<file path="src/rtl/cpose_pkg.sv">
// Shared types, constants and tables for the corner pose engine.
`timescale 1ns / 1ps
package cpose_pkg;

  localparam int FRAC_BITS_DEF    = 16;
  localparam int CORDIC_STEPS_DEF = 18;
  localparam int FIFO_DEPTH_DEF   = 4;   // power of two

  // divider: one overflow check stage plus one stage per quotient bit
  localparam int QUO_BITS = 32;
  localparam int DIV_LAT  = QUO_BITS + 1;

  localparam int NORM_STAGES = 6;        // shift steps 32,16,8,4,2,1
  localparam int CW = 45;                // cordic x/y width
  localparam int ZW = 36;                // cordic angle width, Q30
  localparam longint PI_Q30 = 64'd3373259426;
  localparam int YAW_W = 19;
  localparam logic [31:0] DET_THR_RST = 32'd4295;

  typedef struct packed {
    logic               par;
    logic               negx;
    logic               negy;
    logic [63:0]        nmx;
    logic [63:0]        nmy;
    logic [63:0]        dmag;
    logic signed [31:0] ha;
    logic signed [31:0] hb;
  } front_item_t;

  function automatic logic signed [ZW-1:0] atan_q30(input int i);
    logic signed [ZW-1:0] v;
    case (i)
      0:  v = ZW'(843314857);
      1:  v = ZW'(497837829);
      2:  v = ZW'(263043837);
      3:  v = ZW'(133525159);
      4:  v = ZW'(67021687);
      5:  v = ZW'(33543516);
      6:  v = ZW'(16775851);
      7:  v = ZW'(8388437);
      8:  v = ZW'(4194283);
      9:  v = ZW'(2097149);
      10: v = ZW'(1048576);
      11: v = ZW'(524288);
      12: v = ZW'(262144);
      13: v = ZW'(131072);
      14: v = ZW'(65536);
      15: v = ZW'(32768);
      16: v = ZW'(16384);
      17: v = ZW'(8192);
      18: v = ZW'(4096);
      19: v = ZW'(2048);
      20: v = ZW'(1024);
      21: v = ZW'(512);
      22: v = ZW'(256);
      23: v = ZW'(128);
      default: v = '0;
    endcase
    return v;
  endfunction

endpackage

</file>
<file path="src/rtl/cpose_fifo.sv">
// Small register queue between the front and back pipelines.
`timescale 1ns / 1ps
module cpose_fifo
  import cpose_pkg::*;
#(
  parameter int DEPTH = FIFO_DEPTH_DEF
) (
  input  logic        clk_i,
  input  logic        rst_ni,
  input  logic        push_i,
  input  front_item_t data_i,
  output logic        full_o,
  input  logic        pop_i,
  output front_item_t data_o,
  output logic        empty_o
);
  localparam int PW = (DEPTH > 1) ? $clog2(DEPTH) : 1;
  localparam int CNTW = $clog2(DEPTH + 1);

  front_item_t     mem_q [DEPTH];
  logic [PW-1:0]   wr_q, rd_q;
  logic [CNTW-1:0] cnt_q;
  logic            do_push, do_pop;

  assign full_o  = (cnt_q == CNTW'(DEPTH));
  assign empty_o = (cnt_q == '0);
  assign do_push = push_i && !full_o;
  assign do_pop  = pop_i && !empty_o;
  assign data_o  = mem_q[rd_q];

  always_ff @(posedge clk_i or negedge rst_ni) begin
    if (!rst_ni) begin
      wr_q  <= '0;
      rd_q  <= '0;
      cnt_q <= '0;
    end else begin
      if (do_push) wr_q <= wr_q + PW'(1);
      if (do_pop)  rd_q <= rd_q + PW'(1);
      if (do_push && !do_pop)      cnt_q <= cnt_q + CNTW'(1);
      else if (do_pop && !do_push) cnt_q <= cnt_q - CNTW'(1);
    end
  end

  always_ff @(posedge clk_i) begin
    if (do_push) mem_q[wr_q] <= data_i;
  end

endmodule

</file>
<file path="config.mk">
export PLATFORM = sky130hd
export DESIGN_NAME = cpose_fifo
export DESIGN_NICKNAME = d
export VERILOG_FILES = /design/src/rtl/cpose_pkg.sv /design/src/rtl/cpose_fifo.sv
export SDC_FILE = /design/constraint.sdc
export NUM_CORES = 1
export LEC_CHECK = 0
export BUFFER_PORTS_ARGS = -buffer_cell sky130_fd_sc_hd__buf_4
export CORE_UTILIZATION = 30
export DETAILED_ROUTE_END_ITERATION = 6
export PLACE_DENSITY = 0.45
export SETUP_SLACK_MARGIN = 0.4
export SYNTH_ARGS = -nofsm -noshare
export SYNTH_HDL_FRONTEND = slang
export SYNTH_SLANG_ARGS = --single-unit
</file>
<file path="constraint.sdc">
create_clock -name clk_i -period 21.6 [get_ports clk_i]
set_clock_uncertainty 0.2 [all_clocks]
set_input_delay 1.08 -clock clk_i [delete_from_list [all_inputs] [get_ports clk_i]]
set_output_delay 1.08 -clock clk_i [all_outputs]
set_load 0.05 [all_outputs]
</file>
# [Word-level counts from Yosys, hierarchy flattened]
# Memories as Yosys holds them, arrays and structs flattened.
# Cells that the tools add are included.
[totals] ff_bits=7 ram_bits=1036 out_inout_bits=261 elab_cells=23 n_memories=1
[mem_list] name="mem_q" depth=4 width=259 read_ports=1 rd_ports_with_merged_regs=0 wr=1 line="cpose_fifo.sv:20" source="front_item_t mem_q [DEPTH];"
[classes] n_addsub=4 eq_ne=1 n_mux=4 n_reduce_logical=10
[ops] cell="two-way mux 3 bit" count=2
[ops] cell="adder 2 x 1 -> 2 bit (second input constant)" count=2
[ops] cell="logical AND 1 bit" count=4
[ops] cell="logical NOT 1 bit" count=4
[ops] cell="adder 3 x 1 -> 3 bit (second input constant)" count=1
[ops] cell="equality test 3 bit (second input constant)" count=1
[ops] cell="logical NOT 3 bit" count=1
[ops] cell="subtractor 3 x 1 -> 3 bit (second input constant)" count=1
[ops] cell="two-way mux 1 bit" count=2
[ops] cell="nonzero test 2 bit" count=1

# [Logic depth before layout (Yosys ltp)]
[depth] depth_word=7 mapped_depth=9 mapped_depth_nobuf=8

# [Least setup slack after synthesis]
# Ideal clock, no wire load.
[synth_timing] path_type="in2reg" from="input port push_i" to="memory mem_q[0][0] (netlist bit) (enable)" setup_ps=653 arrival_ps=7244 setup_slack_ps=13503 path_stages=3 n_path_buf=1 cell_sequence="nor2b_1 > buf_2 > and2_1"
[synth_via] elab_chain_len=3
[synth_lines] item="start, declared" line="cpose_fifo.sv:10" source="input logic push_i,"
[synth_lines] item="logical AND 1 bit" line="cpose_fifo.sv:27" source="assign do_push = push_i && !full_o;"
[synth_lines] item="net do_push" line="cpose_fifo.sv:23" source="logic do_push, do_pop;"
[synth_lines] item="two-way mux 1 bit" line="cpose_fifo.sv:45" source="if (do_push) mem_q[wr_q] <= data_i;"
[synth_lines] item="two-way mux 1 bit (not written as such)" line="cpose_fifo.sv:45"
[synth_lines] item="end, declared" line="cpose_fifo.sv:20"
# The timed path passes the listed nets, and every way through them passes these cells.

==> metrics.txt <==
final setup slack of the worst path=15.49 ns; DPL Wire Length=51760 um; commonest non-fill, non-tap cell in the layout=edfxtp_1; post-placement setup slack=15.94 ns; final hold violation count=0; Worst-Margin Slew=1.177 ns; Synth area leaders=edfxtp_1 (82%), mux4_2 (15%), buf_6 (0.66%); source-to-sink clock delay at the later pin of the worst-skew pair=0.71 ns; Crit path largest cell delay=0.97 ns; share of layout cells above drive strength 1=46.55%; data arrival time at the worst-slack endpoint=4.83 ns; height of the chip=356.8 um; number of buffers on the longest clock path=3; fin util=37.81%; peak clock frequency supported by timing=0.1636 GHz; layout overhead on the synthesized area=24.41%; net switching power of the design=2943 uW; worst-path maximum fanout=44; max-slew violations=0; basic-gate share of the synthesized area counting and, or, nand and nor cells=0.1524%; CTS Root Cell=clkbuf_16; effective utilization at floorplan=30.39%; die outline area=0.1273 mm^2; CP Buf/Inv Count=4; Worst path slowest cell=dfrtp_4; status=complete, no violations; instance count of the mapped netlist=1389; CP required=20.32 ns; worst rel slew slack=21.56%; worst r2r dst=mem_q[3][77]; port bufs=523; Int Power=4678 uW; number of buffers added by the clock tree synthesis step=111; syn_area_per_cell=27.19 um^2; total wire length after detailed routing=85800 um; max capacitance violation total=0; adder-cell share of the synthesized area=0.2186%; x dimension of the die=356.8 um; fraction of power consumed by combinational cells=40.0%; global-route wire length before repair=123700 um; number of remaining DRC errors=0; combinational family with the most area after synthesis=multiplexers; cell depth of the worst setup path=5; compound-gate portion of the synthesized area=0%; number of nets with antenna violations after detailed routing=0; routability congestion estimate from global placement=0.7282; number of I/O pins=524; CP startpoint kind=flop; clock sink total=1043; power share of the sequential group=36.6%; area of the core=0.1243 mm^2; routed via count divided by cell count=4.550; count of H-tree levels built during CTS=3; category of the critical setup timing path=reg2out; first-iteration detailed-routing DRC count=981; Synth Net Count=1658; mux share of post-synthesis cell area=15.50%; number of flip-flops and latches in the synthesized netlist=1043; DR vias=16960; Clk pwr share=23.4%; total power density per cell area=162.2 mW/mm^2; depth of the worst register-to-register path=5; quantity of gates resized following cts=0; Top delay family on crit path=buffers and inverters; Distinct cells, synth=19; peak supply drop=0.00009564 V; routed wire length per instance=23.03 um; setup repair after global routing missed its margin=false; HP Class=reg2reg; initial antenna violation count=22; CTS clock-pin slew for the worst setup and hold paths=0.06 ns; post-layout min period=6.111 ns; Leak Pwr=0.01565 uW; warnings from Yosys=0; startpoint of the lowest-slack hold path=cnt_q[2]; cells along the critical path=buf_4 -> buf_4 -> buf_4 -> mux4_2 -> buf_4; Post-Route Setup TNS=0 ns; TritonCTS clock tree=done; maximum number of pins on one net before global-route repair=129; Net count, final=2260; setup-violating endpoint count in the final report=0; via count of the first global-routing pass=18350; largest area contributor in the synthesized netlist=edfxtp_1; Final Cycle Share=28.29%; register-to-register setup slack=17.16 ns; detailed-router iteration count before antenna repair=4; switching power as a share of total power=38.61%; Min Hold Slack=0.3190 ns; worst hold stages=1; Worst Setup End Kind=output port; overflow left after global routing=0; sequential area share after synthesis=82.82%; number of fill cells=11340; Hold Crit Endpoint=cnt_q[2]; Crit Reg-Reg Startpoint=cnt_q[2]; global-route usage over all layers=13.28%; share of the synthesized area in the top cell type=82.36%; Critical Path Most Common Cell=buf_4; Synth Cell Area=0.03777 mm^2; xor and xnor fraction of the mapped netlist area=0.1391%; leading cell types in the layout, fill and taps excluded=edfxtp_1 (1036), buf_4 (545), mux4_2 (259); number of rows created at floorplan=129
-- how the worst max path moves through the flow --
stage	start	to	slack (ns)
finish	rd_q[0]	data_o[140]	15.49
global route	rd_q[0]	data_o[66]	14.92
CTS	rd_q[0]	data_o[140]	15.14
detailed placement	rd_q[0]	data_o[140]	15.94
global placement	rd_q[0]	data_o[121]	16.04
floorplan	push_i	mem_q[0][0]	13.50
-- cell usage after synthesis --
cell type     n
xnor2_1       4
inv_1         4
dfrtp_1       7
nand3_1       1
buf_6        22
edfxtp_1   1036
xor2_1        2
fa_1          1
buf_2        30
nor2_1        1
ha_1          5
mux2_2        2
mux4_2      259
or3_1         1
clkbuf_1      7
and2_1        4
nor3b_1       1
nor2b_1       1
nand2_1       1
-- cells by family after synthesis --
family | Yosys count
muxes | 261
adders and majority gates | 6
DFF | 1043
buffers and inverters | 63
xor gates and xnor gates | 6
and+or+nand+nor | 10
-- flip-flops by register name, indices dropped and copies added (netlist names) --
name	count
cnt_q	3
mem_q	1036
rd_q	2
wr_q	2
-- layout make-up --
class / instances / area (um^2) / share of cell area (%)
multi-input combinational: 283 / 6058 / 12.89
inverter: 4 / 15.01 / 0.03195
timing repair buffer: 548 / 4141 / 8.813
clock inverter: 58 / 381.6 / 0.8121
sequential: 1043 / 31290 / 66.59
tap: 1637 / 2048 / 4.359
antenna: 5 / 12.51 / 0.02663
clock buffer: 148 / 3043 / 6.475
-- layer usage --
layer | GRT usage (%) | vias up | routed length [um]
li1 | - | 7284 | -
met1 | 15.97 | 8988 | 34030
met2 | 21.32 | 467 | 41390
met3 | 5.969 | 178 | 7949
met4 | 4.179 | 38 | 2169
met5 | 0 | - | 260
-- through the flow --
stage / instance area, um^2 / total power, uW / std cells
after floorplan: 37770 / 5090 / 1389
after global placement: 43550 / 5945 / 3514
after detailed placement: 43550 / 5965 / 3514
after CTS: 46980 / 7775 / 3721
after global routing: 46990 / 7940 / 3723
final: 46990 / 7621 / 3726
-- power groups by stage --
stage	clock network (uW)	registers (uW)	logic (uW)
final	1780	2790	3050
after detailed placement	0	2840	3120
after CTS	1840	2800	3130
after global routing	1910	2830	3200
after floorplan	0	2880	2210
after global placement	0	2820	3120
-- timing repair --
item | 4_1_cts | 5_1_grt
buffers inserted | 0 | 0
endpoints found under the setup margin | 0 | 0
hold buffers | 1 | 0
hold endpoints to repair | 7 | 0
Note: power is estimated with default switching activity, not from simulation.
